`src/hdl/brlg_pkg.sv`:
```
package brlg_pkg;

   // Frame buffer dimensions are 12 bits wide.
   localparam int DIM_BITS   = 12;
   localparam int INDEX_BITS = 22;

   localparam logic [DIM_BITS-1:0] SCREEN_WIDTH_RESET  = DIM_BITS'(700);
   localparam logic [DIM_BITS-1:0] SCREEN_HEIGHT_RESET = DIM_BITS'(700);

   localparam int CSR_INDEX_BITS = 1;

   typedef enum logic [CSR_INDEX_BITS-1:0] {
      CSR_SCREEN_WIDTH  = 1'b0,
      CSR_SCREEN_HEIGHT = 1'b1
   } csr_index_type;

   typedef enum logic [0:0] {
      CMD_START = 1'b0,
      CMD_STEP  = 1'b1
   } cmd_type;

endpackage

```
`src/hdl/brlg_if.sv`:
```
// Command channel: one beat is a start or a step command.
interface brlg_req_if import brlg_pkg::*; #(parameter int COORD_BITS = 12);
   logic                         valid;
   logic                         ready;
   logic                         command;
   logic signed [COORD_BITS-1:0] start_x;
   logic signed [COORD_BITS-1:0] start_y;
   logic signed [COORD_BITS-1:0] end_x;
   logic signed [COORD_BITS-1:0] end_y;

   modport source (output valid, command, start_x, start_y, end_x, end_y, input ready);
   modport sink   (input valid, command, start_x, start_y, end_x, end_y, output ready);
endinterface

// Pixel channel: one beat is one pixel of the line.
interface brlg_rsp_if import brlg_pkg::*; #(parameter int COORD_BITS = 12);
   logic                         valid;
   logic                         ready;
   logic signed [COORD_BITS-1:0] pixel_x;
   logic signed [COORD_BITS-1:0] pixel_y;
   logic                         on_screen;
   logic [INDEX_BITS-1:0]        buffer_index;
   logic                         last;

   modport source (output valid, pixel_x, pixel_y, on_screen, buffer_index, last, input ready);
   modport sink   (input valid, pixel_x, pixel_y, on_screen, buffer_index, last, output ready);
endinterface

```
`src/hdl/bresenham_line_pixel_generator.sv`:
```
// A pixel is registered in stage one when its command beat is taken, then in the output
// register that drives the rsp channel. Throughput: one command beat per cycle while the
// rsp channel does not stall; every start and every step of a running line yields one
// pixel beat, a step with no line in progress none. Reset (synchronous, active high)
// drops a line in progress, empties both stages and sets screen width and height to 700.
module bresenham_line_pixel_generator import brlg_pkg::*; #(
   parameter int COORD_BITS = 12
) (
   input  logic                      clock,
   input  logic                      reset,
   brlg_req_if.sink                  req_bus,
   brlg_rsp_if.source                rsp_bus,
   input  logic                      csr_we,
   input  logic [CSR_INDEX_BITS-1:0] csr_index,
   input  logic [DIM_BITS-1:0]       csr_wdata
);

   // Endpoint differences need one bit more than a coordinate. The error term
   // stays within minus twice the major delta and plus twice the minor delta,
   // so three extra bits cover it with margin for the intermediate sums.
   localparam int D_BITS   = COORD_BITS + 1;
   localparam int E_BITS   = COORD_BITS + 3;
   localparam int CMP_BITS = (COORD_BITS > DIM_BITS) ? COORD_BITS : DIM_BITS;
   localparam int PROD_BITS = 2 * DIM_BITS;

   // Handshake and pipeline flow control. The line state advances when a
   // command beat is taken; stage one holds the raw pixel and stage two the
   // clipped pixel with its frame buffer index.
   logic out_advance;
   logic p1_advance;
   logic req_accept;

   // Line state.
   logic signed [COORD_BITS-1:0] cur_x_ff, cur_x_in;
   logic signed [COORD_BITS-1:0] cur_y_ff, cur_y_in;
   logic signed [COORD_BITS-1:0] major_end_ff, major_end_in;
   logic [E_BITS-1:0]            error_ff, error_in;
   logic [COORD_BITS-1:0]        major_delta_ff, major_delta_in;
   logic [COORD_BITS-1:0]        minor_delta_ff, minor_delta_in;
   logic                         steep_ff, steep_in;
   logic                         minor_up_ff, minor_up_in;
   logic                         active_ff, active_in;

   // Stage one: the pixel just produced by the line state.
   logic                         p1_valid_ff;
   logic signed [COORD_BITS-1:0] p1_x_ff;
   logic signed [COORD_BITS-1:0] p1_y_ff;
   logic                         p1_last_ff;

   // Stage two: output register.
   logic                         out_valid_ff;
   logic signed [COORD_BITS-1:0] out_x_ff;
   logic signed [COORD_BITS-1:0] out_y_ff;
   logic                         out_on_ff;
   logic [INDEX_BITS-1:0]        out_index_ff;
   logic                         out_last_ff;

   // Configuration registers.
   logic [DIM_BITS-1:0] screen_width_ff;
   logic [DIM_BITS-1:0] screen_height_ff;

   // Per-beat line logic.
   logic                         emit;
   logic                         is_last;
   logic signed [D_BITS-1:0]     dx;
   logic signed [D_BITS-1:0]     dy;
   logic [D_BITS-1:0]            adx_full;
   logic [D_BITS-1:0]            ady_full;
   logic [COORD_BITS-1:0]        adx;
   logic [COORD_BITS-1:0]        ady;
   logic                         take_minor;
   logic [E_BITS-1:0]            step_axis;
   logic [E_BITS-1:0]            step_diag;

   // Clipping and frame buffer index.
   logic [CMP_BITS-1:0]          x_ext;
   logic [CMP_BITS-1:0]          y_ext;
   logic                         on_screen;
   logic [DIM_BITS-1:0]          row;
   logic [PROD_BITS-1:0]         prod;
   logic [PROD_BITS:0]           index_full;
   logic [INDEX_BITS-1:0]        index_clip;

   assign out_advance   = !out_valid_ff || rsp_bus.ready;
   assign p1_advance    = !p1_valid_ff || out_advance;
   assign req_bus.ready = p1_advance;
   assign req_accept    = req_bus.valid && p1_advance;

   // Endpoint differences and their magnitudes.
   always_comb begin
      dx       = D_BITS'(req_bus.end_x) - D_BITS'(req_bus.start_x);
      dy       = D_BITS'(req_bus.end_y) - D_BITS'(req_bus.start_y);
      adx_full = dx[D_BITS-1] ? D_BITS'(-dx) : D_BITS'(dx);
      ady_full = dy[D_BITS-1] ? D_BITS'(-dy) : D_BITS'(dy);
      adx      = adx_full[COORD_BITS-1:0];
      ady      = ady_full[COORD_BITS-1:0];
   end

   // Error increments for an axial move and for a diagonal move.
   assign step_axis = E_BITS'({minor_delta_ff, 1'b0});
   assign step_diag = E_BITS'({minor_delta_ff, 1'b0}) - E_BITS'({major_delta_ff, 1'b0});

   // Shallow lines move the minor coordinate when the error is not negative,
   // steep lines only when it is strictly positive.
   assign take_minor = steep_ff ? (!error_ff[E_BITS-1] && (error_ff != '0))
                                : !error_ff[E_BITS-1];

   always_comb begin
      cur_x_in       = cur_x_ff;
      cur_y_in       = cur_y_ff;
      major_end_in   = major_end_ff;
      error_in       = error_ff;
      major_delta_in = major_delta_ff;
      minor_delta_in = minor_delta_ff;
      steep_in       = steep_ff;
      minor_up_in    = minor_up_ff;
      active_in      = active_ff;
      emit           = 1'b0;
      is_last        = 1'b0;
      if (req_accept) begin
         unique case (req_bus.command)
            CMD_START: begin
               // A start always wins over a line still in progress. Drawing
               // begins at the endpoint with the lower major coordinate.
               steep_in    = ady > adx;
               minor_up_in = (dx[D_BITS-1] && dy[D_BITS-1]) ||
                             (!dx[D_BITS-1] && (dx != '0) && !dy[D_BITS-1] && (dy != '0));
               if (!steep_in) begin
                  major_delta_in = adx;
                  minor_delta_in = ady;
                  if (!dx[D_BITS-1]) begin
                     cur_x_in     = req_bus.start_x;
                     cur_y_in     = req_bus.start_y;
                     major_end_in = req_bus.end_x;
                  end else begin
                     cur_x_in     = req_bus.end_x;
                     cur_y_in     = req_bus.end_y;
                     major_end_in = req_bus.start_x;
                  end
                  is_last = cur_x_in >= major_end_in;
               end else begin
                  major_delta_in = ady;
                  minor_delta_in = adx;
                  if (!dy[D_BITS-1]) begin
                     cur_x_in     = req_bus.start_x;
                     cur_y_in     = req_bus.start_y;
                     major_end_in = req_bus.end_y;
                  end else begin
                     cur_x_in     = req_bus.end_x;
                     cur_y_in     = req_bus.end_y;
                     major_end_in = req_bus.start_y;
                  end
                  is_last = cur_y_in >= major_end_in;
               end
               error_in  = E_BITS'({minor_delta_in, 1'b0}) - E_BITS'(major_delta_in);
               active_in = !is_last;
               emit      = 1'b1;
            end
            CMD_STEP: begin
               // A step with no line in progress is dropped without a pixel.
               if (active_ff) begin
                  if (!steep_ff) begin
                     cur_x_in = cur_x_ff + COORD_BITS'(1);
                     if (take_minor) begin
                        cur_y_in = minor_up_ff ? cur_y_ff + COORD_BITS'(1)
                                               : cur_y_ff - COORD_BITS'(1);
                     end
                     is_last = cur_x_in >= major_end_ff;
                  end else begin
                     cur_y_in = cur_y_ff + COORD_BITS'(1);
                     if (take_minor) begin
                        cur_x_in = minor_up_ff ? cur_x_ff + COORD_BITS'(1)
                                               : cur_x_ff - COORD_BITS'(1);
                     end
                     is_last = cur_y_in >= major_end_ff;
                  end
                  error_in  = error_ff + (take_minor ? step_diag : step_axis);
                  active_in = !is_last;
                  emit      = 1'b1;
               end
            end
            default: begin
            end
         endcase
      end
   end

   // Clipping against the screen and the bottom-up frame buffer index. The
   // index is only meaningful on screen, where y is below the height and so
   // fits the dimension width.
   always_comb begin
      x_ext      = CMP_BITS'($unsigned(p1_x_ff));
      y_ext      = CMP_BITS'($unsigned(p1_y_ff));
      on_screen  = !p1_x_ff[COORD_BITS-1] && !p1_y_ff[COORD_BITS-1] &&
                   (x_ext < CMP_BITS'(screen_width_ff)) &&
                   (y_ext < CMP_BITS'(screen_height_ff));
      row        = screen_height_ff - DIM_BITS'(1) - y_ext[DIM_BITS-1:0];
      prod       = PROD_BITS'(row) * PROD_BITS'(screen_width_ff);
      index_full = (PROD_BITS + 1)'(prod) + (PROD_BITS + 1)'(x_ext[DIM_BITS-1:0]);
      index_clip = on_screen ? index_full[INDEX_BITS-1:0] : '0;
   end

   // Control state.
   always_ff @(posedge clock) begin
      if (reset) begin
         active_ff        <= 1'b0;
         p1_valid_ff      <= 1'b0;
         out_valid_ff     <= 1'b0;
         screen_width_ff  <= SCREEN_WIDTH_RESET;
         screen_height_ff <= SCREEN_HEIGHT_RESET;
      end else begin
         active_ff <= active_in;
         if (p1_advance) begin
            p1_valid_ff <= emit;
         end
         if (out_advance) begin
            out_valid_ff <= p1_valid_ff;
         end
         if (csr_we) begin
            unique case (csr_index)
               CSR_SCREEN_WIDTH:  screen_width_ff  <= csr_wdata;
               CSR_SCREEN_HEIGHT: screen_height_ff <= csr_wdata;
               default: begin
               end
            endcase
         end
      end
   end

   // Payload registers. The line state is only read while a line is active,
   // and a start rewrites all of it, so it needs no reset.
   always_ff @(posedge clock) begin
      cur_x_ff       <= cur_x_in;
      cur_y_ff       <= cur_y_in;
      major_end_ff   <= major_end_in;
      error_ff       <= error_in;
      major_delta_ff <= major_delta_in;
      minor_delta_ff <= minor_delta_in;
      steep_ff       <= steep_in;
      minor_up_ff    <= minor_up_in;
      if (p1_advance && emit) begin
         p1_x_ff    <= cur_x_in;
         p1_y_ff    <= cur_y_in;
         p1_last_ff <= is_last;
      end
      if (out_advance && p1_valid_ff) begin
         out_x_ff     <= p1_x_ff;
         out_y_ff     <= p1_y_ff;
         out_on_ff    <= on_screen;
         out_index_ff <= index_clip;
         out_last_ff  <= p1_last_ff;
      end
   end

   assign rsp_bus.valid        = out_valid_ff;
   assign rsp_bus.pixel_x      = out_x_ff;
   assign rsp_bus.pixel_y      = out_y_ff;
   assign rsp_bus.on_screen    = out_on_ff;
   assign rsp_bus.buffer_index = out_index_ff;
   assign rsp_bus.last         = out_last_ff;

endmodule

```
`src/flat_wrapper.sv`:
```
// flat-port wrapper written by rule: the top's interface ports become plain ports
module bresenham_line_pixel_generator_flat import brlg_pkg::*;
#(
   parameter int COORD_BITS = 12
)
  (clock, reset, csr_we, csr_index, csr_wdata, req_bus_valid, req_bus_command, req_bus_start_x, req_bus_start_y, req_bus_end_x, req_bus_end_y, req_bus_ready, rsp_bus_valid, rsp_bus_pixel_x, rsp_bus_pixel_y, rsp_bus_on_screen, rsp_bus_buffer_index, rsp_bus_last, rsp_bus_ready);
  brlg_req_if #(.COORD_BITS(COORD_BITS)) req_bus_i ();
  brlg_rsp_if #(.COORD_BITS(COORD_BITS)) rsp_bus_i ();
  input  logic clock;
  input  logic reset;
  input  logic csr_we;
  input  logic [CSR_INDEX_BITS-1:0] csr_index;
  input  logic [DIM_BITS-1:0] csr_wdata;
  input wire logic [$bits(req_bus_i.valid)-1:0] req_bus_valid;
  input wire logic [$bits(req_bus_i.command)-1:0] req_bus_command;
  input wire logic [$bits(req_bus_i.start_x)-1:0] req_bus_start_x;
  input wire logic [$bits(req_bus_i.start_y)-1:0] req_bus_start_y;
  input wire logic [$bits(req_bus_i.end_x)-1:0] req_bus_end_x;
  input wire logic [$bits(req_bus_i.end_y)-1:0] req_bus_end_y;
  output wire logic [$bits(req_bus_i.ready)-1:0] req_bus_ready;
  output wire logic [$bits(rsp_bus_i.valid)-1:0] rsp_bus_valid;
  output wire logic [$bits(rsp_bus_i.pixel_x)-1:0] rsp_bus_pixel_x;
  output wire logic [$bits(rsp_bus_i.pixel_y)-1:0] rsp_bus_pixel_y;
  output wire logic [$bits(rsp_bus_i.on_screen)-1:0] rsp_bus_on_screen;
  output wire logic [$bits(rsp_bus_i.buffer_index)-1:0] rsp_bus_buffer_index;
  output wire logic [$bits(rsp_bus_i.last)-1:0] rsp_bus_last;
  input wire logic [$bits(rsp_bus_i.ready)-1:0] rsp_bus_ready;
  assign req_bus_i.valid = req_bus_valid;
  assign req_bus_i.command = req_bus_command;
  assign req_bus_i.start_x = req_bus_start_x;
  assign req_bus_i.start_y = req_bus_start_y;
  assign req_bus_i.end_x = req_bus_end_x;
  assign req_bus_i.end_y = req_bus_end_y;
  assign req_bus_ready = req_bus_i.ready;
  assign rsp_bus_valid = rsp_bus_i.valid;
  assign rsp_bus_pixel_x = rsp_bus_i.pixel_x;
  assign rsp_bus_pixel_y = rsp_bus_i.pixel_y;
  assign rsp_bus_on_screen = rsp_bus_i.on_screen;
  assign rsp_bus_buffer_index = rsp_bus_i.buffer_index;
  assign rsp_bus_last = rsp_bus_i.last;
  assign rsp_bus_i.ready = rsp_bus_ready;
  bresenham_line_pixel_generator #(.COORD_BITS(COORD_BITS)) u_core (.clock(clock), .reset(reset), .req_bus(req_bus_i), .rsp_bus(rsp_bus_i), .csr_we(csr_we), .csr_index(csr_index), .csr_wdata(csr_wdata));
endmodule
```
`config.mk`:
```
export PLATFORM = sky130hd
export DESIGN_NAME = bresenham_line_pixel_generator_flat
export DESIGN_NICKNAME = d
export VERILOG_FILES = /design/src/hdl/brlg_pkg.sv /design/src/hdl/brlg_if.sv /design/src/hdl/bresenham_line_pixel_generator.sv /design/src/flat_wrapper.sv
export SDC_FILE = /design/constraint.sdc
export NUM_CORES = 1
export LEC_CHECK = 0
export BUFFER_PORTS_ARGS = -buffer_cell sky130_fd_sc_hd__clkbuf_2
export CAP_MARGIN = 0
export CORE_ASPECT_RATIO = 0.5
export CORE_UTILIZATION = 40
export DETAILED_ROUTE_END_ITERATION = 7
export MAX_ROUTING_LAYER = met4
export PLACE_DENSITY_LB_ADDON = 0.3
export SYNTH_ARGS = -nofsm -noshare
export SYNTH_HDL_FRONTEND = slang
export SYNTH_SLANG_ARGS = --single-unit
```
`constraint.sdc`:
```
create_clock -name clock -period 20.1 [get_ports clock]
set_input_delay 3.015 -clock clock [delete_from_list [all_inputs] [get_ports clock]]
set_output_delay 3.015 -clock clock [all_outputs]
set_load 0.02 [all_outputs]
```
; ---- Yosys cells after proc, flatten, opt, wreduce, memory -nomap -nowiden
; Cells that the tools add are included.
; W data, S select, Z words.
[totals]
word_cells = 135
register_bits = 177
[op_classes]
n_mux = 59
n_lt_le_gt_ge = 7
reduce_logical = 30
n_bitwise = 2
n_addsub = 14
n_mul = 1
n_eq_ne = 1
[ops]
columns = operator, n
row1 = $mux W12, 39
row2 = $ge A12 B12 Y1, 4
row3 = $pmux W12 S2, 2
row4 = $mux W15, 2
row5 = $pmux W15 S2, 1
row6 = $reduce_bool A13 Y1, 2
row7 = $sub A12 B12 Y13, 2
row8 = $add A12 B2 Y12 const B, 2
row9 = $lt A12 B12 Y1, 2
row10 = $neg A12 Y12, 2
row11 = $sub A12 B2 Y12 const B, 2
row12 = $add A22 B12 Y22, 1
row13 = $mul A12 B12 Y22, 1
row14 = $add A15 B15 Y15, 1
row15 = $reduce_bool A15 Y1, 1
row16 = $sub A13 B12 Y14, 1
row17 = $sub A13 B13 Y14, 1
row18 = $gt A12 B12 Y1, 1
row19 = $mux W1, 12
row20 = $sub A12 B1 Y12 const B, 1
row21 = $sub A12 B12 Y12, 1
row22 = $logic_and A1 B1 Y1, 11
row23 = $logic_not A1 Y1, 9
row24 = $reduce_and A2 Y1, 4
row25 = other kinds (4), 9

; ---- Longest topological paths before layout
; Gate-level depths: netlist (run 1).
[logic_depth]
word_depth = 13
ltp_mapped = 39

; ---- Least setup slack after synthesis (run 1)
; Ideal clock, no wire load.
[synth_path]
path_type = in2reg
startpoint = input port req_bus_end_y[0]
endpoint = register u_core.error_ff[12] (data pin)
cell_stages = 36
t_arrival_ns = 9.584
path_slack_ns = 10.371
path_buffers = 6
cell_sequence = inv_1 > ha_1 > fa_1 > nand2b_1 > a211o_1 > a311oi_1 > o22ai_1 > clkbuf_1 > clkbuf_1 > o21ai_0 > ha_1 > nor2b_1 > o21a_1 > o21a_1 > o21ai_0 > a211oi_1 > o21ai_0 > o22ai_1 > a22o_1 > a21boi_2 > inv_2 > buf_6 > buf_2 > clkbuf_1 > buf_1 > nor2_1 > a21oi_1 > ha_1 > inv_1 > a221oi_1 > a211oi_2 > o21ai_0 > nand4_1 > a21oi_1 > mux2_1 > o21ai_1
[synth_between]
elab_chain_len = 9
[synth_lines]
columns = element, line
row1 = "start, declared", flat_wrapper.sv:19  ; input wire logic [$bits(req_bus_i.end_y)-1:0] req_bus_end_y;
row2 = $sub A12 B12 Y13 (*), bresenham_line_pixel_generator.sv:92  ; dy = D_BITS'(req_bus.end_y) - D_BITS'(req_bus.start_y);
row3 = $neg A12 Y12, bresenham_line_pixel_generator.sv:94  ; ady_full = dy[D_BITS-1] ? D_BITS'(-dy) : D_BITS'(dy);
row4 = $mux W12 (*), bresenham_line_pixel_generator.sv:94
row5 = $gt A12 B12 Y1, bresenham_line_pixel_generator.sv:125  ; steep_in = ady > adx;
row6 = $mux W12, bresenham_line_pixel_generator.sv:128  ; if (!steep_in) begin
row7 = $mux W12, bresenham_line_pixel_generator.sv:121  ; unique case (req_bus.command)
row8 = $mux W12, bresenham_line_pixel_generator.sv:120  ; if (req_accept) begin
row9 = $sub A13 B12 Y14 (*), bresenham_line_pixel_generator.sv:155  ; error_in = E_BITS'({minor_delta_in, 1'b0}) - E_BITS'(major_delta_in);
row10 = $pmux W15 S2 (*), bresenham_line_pixel_generator.sv:121
row11 = "end signal, assigned", bresenham_line_pixel_generator.sv:236  ; error_ff <= error_in;
row12 = "end, declared", bresenham_line_pixel_generator.sv:37  ; logic [E_BITS-1:0] error_ff, error_in;
; Mark *: on every way between the ends. The rest lies on a longest branch, timed or not. The select of a mux whose other input is x is not followed.
; A chain may end at the register's enable or synchronous reset.

; ---- Final worst setup path (run 1)
; Ends and elaborated chain as after synthesis.

==> results of run 1 <==
-- metrics by stage --
stage | hold WS (ns) | utilization
final | 0.4400 | 0.4520
after global routing | 0.4602 | 0.4520
after CTS | 0.4428 | 0.4518
after detailed placement | 0.4238 | 0.4384
after global placement | 0.4226 | 0.4384
after floorplan | 0.4003 | -
-- final timing paths --
check | startpoint | to | slack (ns)
worst max-delay path | req_bus_end_y[0] | u_core.error_ff[12] | 10.02
worst min-delay path | u_core.p1_last_ff | u_core.rsp_bus.last | 0.44
worst max register to register | u_core.p1_y_ff[0] | u_core.rsp_bus.buffer_index[21] | 11.79
worst min register to register | u_core.p1_last_ff | u_core.rsp_bus.last | 0.44
-- cell families (layout without fill, tap and decap cells) --
family / after synthesis / after routing / share of synthesized area
and+or+nand+nor: 700 / 700 / 0.1766
other: 0 / 4 / 0
xor gates and xnor gates: 122 / 122 / 0.05665
DFF: 177 / 177 / 0.2547
AOI/OAI and AO/OA: 501 / 501 / 0.1700
adders and majority gates: 306 / 306 / 0.2492
buffers and inverters: 411 / 490 / 0.08246
muxes: 19 / 19 / 0.01035
-- placed cells by master, fill, tap and decap left out, drive strengths merged, types with 12 or more instances in the layout --
| cell type | netlist | final |
|---|---|---|
| nand2b | 34 | 34 |
| ha | 190 | 190 |
| o21ai | 118 | 118 |
| nor2 | 186 | 186 |
| inv | 318 | 324 |
| edfxtp | 126 | 126 |
| buf | 14 | 24 |
| xor2 | 34 | 34 |
| a21o | 30 | 30 |
| clkbuf | 79 | 134 |
| mux2i | 15 | 15 |
| a211oi | 12 | 12 |
| nor3 | 22 | 22 |
| and3 | 17 | 17 |
| o21bai | 25 | 25 |
| nand2 | 226 | 226 |
| dfxtp | 51 | 51 |
| a221oi | 25 | 25 |
| and2 | 86 | 86 |
| nor2b | 32 | 32 |
| xnor2 | 88 | 88 |
| o21a | 13 | 13 |
| or3 | 14 | 14 |
| fa | 116 | 116 |
| a21oi | 190 | 190 |
| nand3 | 42 | 42 |
-- worst register-to-register path: cells and delay by family (launching register included) --
family	cells	cell delay [ns]
flip-flops	1	0.46
AND/OR/NAND/NOR	6	0.81
AO/OA/AOI/OAI	15	2.61
buffers and inverters	7	0.56
adder cells (fa/ha/maj)	8	3.35
XOR/XNOR	2	0.29
-- final cells by class --
type	count	area, um2
Antenna cell	4	10.01
Clock buffer	18	450.4
Clock inverter	14	162.7
Fill cell	4575	25120
Inverter	318	1194
Multi-Input combinational cell	1648	12550
Sequential cell	177	4805
Tap cell	627	784.5
Timing Repair Buffer	140	760.7
-- routing by layer --
layer  up-vias  track usage  share of wire
met3        64      0.03233          0.052
met2       421       0.3622           0.47
li1       7656            -              -
met5         -            -              0
met4         0      0.06624          0.022
met1      7502       0.2833           0.46
-- registers in the layout (all words and copies together) (netlist names), 12 cells and up --
register and cells:
u_core.rsp_bus.buffer_index 22, u_core.error_ff 15, u_core.cur_x_ff 12, u_core.cur_y_ff 12, u_core.major_delta_ff 12, u_core.major_end_ff 12
u_core.minor_delta_ff 12, u_core.p1_x_ff 12, u_core.p1_y_ff 12, u_core.rsp_bus.pixel_x 12, u_core.rsp_bus.pixel_y 12, u_core.screen_height_ff 12
u_core.screen_width_ff 12
-- synthesized netlist by cell type, types with 32 or more instances --
cell / instances
edfxtp_1: 126
o21ai_0: 108
fa_1: 116
and2_1: 86
nand2b_1: 34
ha_1: 190
nor2_1: 186
inv_1: 316
xor2_1: 34
nand3_1: 41
xnor2_1: 88
nand2_1: 226
nor2b_1: 32
a21oi_1: 189
dfxtp_1: 51
clkbuf_1: 79
==> metrics.cfg, run 1 <==
[synth]
yosysWarnings = 0
yosysTopAreaCell = edfxtp_1
synth_area_leaders = edfxtp_1, ha_1, fa_1, inv_1, dfxtp_1
synth_cells = 2236
synth_area_um2 = 18860
synth_fp_nets = 2609
ys_ff_latch = 177
dominantRegCellSynth = edfxtp_1
synth_top_area_frac = 0.2006
ys_types = 83
synth_edf_count = 126
syn_area_per_cell_um2 = 8.435
async_flop_share = 0
yosysSeqAreaShare = 0.2547

[cells_and_area]
final_cells = 2946
final_area_um2 = 20710
area_growth_syn_to_layout_pct = 9.832
drive_gt1_frac = 0.08898
num-nets-final = 2675

[sta]
tns_ns = 0
setup-violations-final = 0
hold_viol = 0
slew_headroom = 0.1905
timing.final.crit_share = 0.5016
drv_slew = 0
fin_crit_ns = 10.08
skew_ns = 0.02527
rsz0062_at_grt = false
fmax_mhz = 99.19
worstMarginPinSlew_ns = 1.211
worst_slack_ns = 10.02

[worst_hold_path]
holdPathStages = 0
hold_path_class = reg2reg

[placed_design]
place_congestion = 0.9406
io_buffers = 116
hpwlAfterDp_mm = 39.63
place_ws_ns = 9.699
numPlacedInstances = 2910
dpl_cell_area_um2 = 20090

[clock_tree]
post_cts_buffers = 0
clock_latency_ns = 0.46
cts_resized = 0
numClockSinks = 177
cts_buffers = 17
cts_hold_buffers = 0
cts_max_level = 4
cts.clk_slew.worst_paths_ns = 0.08
cts-root-buf = clkbuf_16
cts_tree = yes
cts_buffer_depth = 2

[critical_path]
path_class = in2reg
required_ns = 20.40
worst-path-max-fanout = 33
slowest_stage = a311oi_1
startpoint_type = input pin
cpPeakStageDelay_ns = 0.51
cp.buffers_inverters = 6
cpLargestDelayFamily = compound AO/OA/AOI/OAI gates
worstPathArrival_ns = 10.38
rr_worst_depth = 38
cp_num_cells = 33
path_common_cell = o21ai_0
cp-end-kind = flip-flop

[routing]
vias_per_cell = 5.310
drtIter0Drc = 1161
ant_nets = 0
drc = 0
firstDrtPassIters = 5
wl_per_cell_um = 17.00
num_vias = 15643
wl_mm = 50.09

[global_route]
grt_pass1_vias = 15212
overflow = 0
antenna_found_initial = 2
grt.total_usage = 0.2211
grt_max_degree = 64
grt_pass1_wl_mm = 80.97

[floorplanning]
die_w_um = 309.1
die_h_um = 155.5
die-area_um2 = 48080
core_um2 = 45830
num_rows = 55
io_pins = 117
start_util = 0.4115

[job]
maxCapViolCount = 0

[status]
status = finished clean

Power of run 1 is left out: the tool's default activity adds up to more than one toggle a clock period on the data nets, which glitch-free logic cannot reach.
==> run 2: changes to the inputs <==
clock period = 8.2 ns   (was 20.1 ns; I/O delays follow)
==> run 2 against run 1 <==
  * Count of clock-buffer cells in the layout is 3 higher
  * Final area is 0.45% higher
  * Non-clock buffer count is 11 higher
  * Worst setup slack worse by 9.5 ns
  * Register-to-register slack worse by 11 ns
  * Critical path depth is 5 higher
  * Via count is 2.0% lower
  * Clock skew is 0.0011 ns lower
  * Critical endpoint is now u_core.rsp_bus.buffer_index[21]
==> metrics.cfg, run 2 (synthesized netlist as in run 1, its figures left out) <==
[status]
status = finished clean

[clock_tree]
cts_tree = yes
numClockSinks = 177  ; unchanged
cts_hold_buffers = 0  ; unchanged
cts.clk_slew.worst_paths_ns = 0.08  ; about the same
cts-root-buf = clkbuf_16
clock_latency_ns = 0.46  ; about the same
cts_resized = 0  ; unchanged
cts_buffers = 17  ; unchanged
post_cts_buffers = 0  ; unchanged
cts_buffer_depth = 2  ; unchanged
cts_max_level = 4  ; unchanged

[placed_design]
hpwlAfterDp_mm = 38.98  ; -1.6%
place_congestion = 0.9309  ; -1.0%
io_buffers = 116  ; unchanged

[cells_and_area]
largest_register_ffs = 22  ; unchanged
final_common_cell = inv_1
drive_gt1_frac = 0.09759  ; +0.008608
area_growth_syn_to_layout_pct = 10.33
final_cell_mix = inv_1, nand2_1, ha_1, nor2_1, a21oi_1
num-nets-final = 2686  ; +0.41%
fillers = 4556  ; -0.42%

[critical_path]
worst-path-max-fanout = 11  ; -67%
worstPathArrival_ns = 7.90  ; -2.48 ns
path_common_cell = inv_1
cpPeakStageDelay_ns = 0.52  ; about the same
required_ns = 8.41  ; -11.99 ns
startpoint_type = flip-flop
ff2ff_setup_slack_ns = 0.52  ; -11.27 ns
slowest_stage = fa_1
path_class = reg2reg
cp-end-kind = flip-flop

[worst_hold_path]
hold_path_class = reg2reg

[sta]
slew_headroom = 0.2762  ; +0.08561
rsz0062_at_grt = false
worstMarginPinSlew_ns = 1.083  ; -0.1283 ns
skew_ns = 0.02417  ; -0.001104 ns
drv_slew = 0  ; unchanged
hold_viol = 0  ; unchanged
fin_crit_ns = 7.685
timing.final.crit_share = 0.9372
fmax_mhz = 130.1
setup-violations-final = 0  ; unchanged
tns_ns = 0  ; unchanged

[floorplanning]
num_rows = 55  ; unchanged
die_h_um = 155.5  ; unchanged
core_um2 = 45830  ; unchanged
start_util = 0.4115  ; unchanged
io_pins = 117  ; unchanged
die_w_um = 309.1  ; unchanged
die-area_um2 = 48080  ; unchanged

[routing]
drtIter0Drc = 980  ; -16%
wl_mm = 48.84  ; -2.5%
vias_per_cell = 5.188  ; -2.3%
num_vias = 15324  ; -2.0%
ant_nets = 0  ; unchanged
firstDrtPassIters = 6  ; +1
wl_per_cell_um = 16.53  ; -2.8%
drc = 0  ; unchanged

[global_route]
grt_pass1_wl_mm = 79.22  ; -2.2%
grt_pass1_vias = 15076  ; -0.89%
antenna_found_initial = 1  ; -1
grt_max_degree = 64  ; unchanged
grt.total_usage = 0.2143  ; -0.006740
overflow = 0  ; unchanged

[job]
maxCapViolCount = 0  ; unchanged

==> run 2: cell count changes in the layout (fill, tap and decap cells not counted), moves of 3 or more <==
cell,before,now
clkinv_4,3,0
diode_2,4,1
a21oi_2,1,8
a21oi_1,188,181
clkinv_8,4,0
buf_4,24,35
==> run 2: per-layer routing <==
metal,wire (um),track usage,up-vias
li1,-,-,7668
met1,22540,0.2703,7284
met2,23670,0.3662,316
met3,1776,0.02445,56
met4,861,0.05493,0
met5,0,-,-
==> run 2: layout make-up <==
| type | instances | area [um2] | share of cell area |
|---|---|---|---|
| well taps | 627 | 784.5 | 0.03770 |
| inverters | 318 | 1194 | 0.05736 |
| multi-input cells | 1648 | 12600 | 0.6057 |
| clock inverters | 11 | 103.9 | 0.004991 |
| flip-flops and latches | 177 | 4805 | 0.2309 |
| clock buffers | 21 | 471.7 | 0.02267 |
| diodes | 1 | 2.502 | 0.0001203 |
| repair buffers | 151 | 843.3 | 0.04053 |
==> run 2: path summary, 6_finish.rpt <==
check                    start                              end  depth (start not counted)
max          u_core.p1_y_ff[0]  u_core.rsp_bus.buffer_index[21]                         38
min          u_core.p1_last_ff              u_core.rsp_bus.last                          0
max reg2reg  u_core.p1_y_ff[0]  u_core.rsp_bus.buffer_index[21]                         38
min reg2reg  u_core.p1_last_ff              u_core.rsp_bus.last                          0
==> run 2: critical path, delay by kind of cell, from the launching register on <==
kind,cells,cell delay [ns]
AO/OA/AOI/OAI,14,1.96
buffers and inverters,8,0.58
AND/OR/NAND/NOR,6,0.83
flip-flops,1,0.38
adder cells (fa/ha/maj),8,3.41
XOR/XNOR,2,0.26
==> run 2: through the flow <==
stage / setup WS, ns / util / std cells / hold slack (ns) / area [um2]
final: 0.5151 / 0.4540 / 2954 / 0.4294 / 20810
after floorplan: 0.2559 / - / 2236 / 0.4003 / 18860
after detailed placement: 0.1838 / 0.4402 / 2921 / 0.4137 / 20170
after global routing: 0.009149 / 0.4540 / 2954 / 0.4412 / 20810
after global placement: 0.3621 / 0.4402 / 2921 / 0.4089 / 20170
after CTS: 0.1447 / 0.4527 / 2953 / 0.4324 / 20750
Power of run 2 is left out for the same reason.
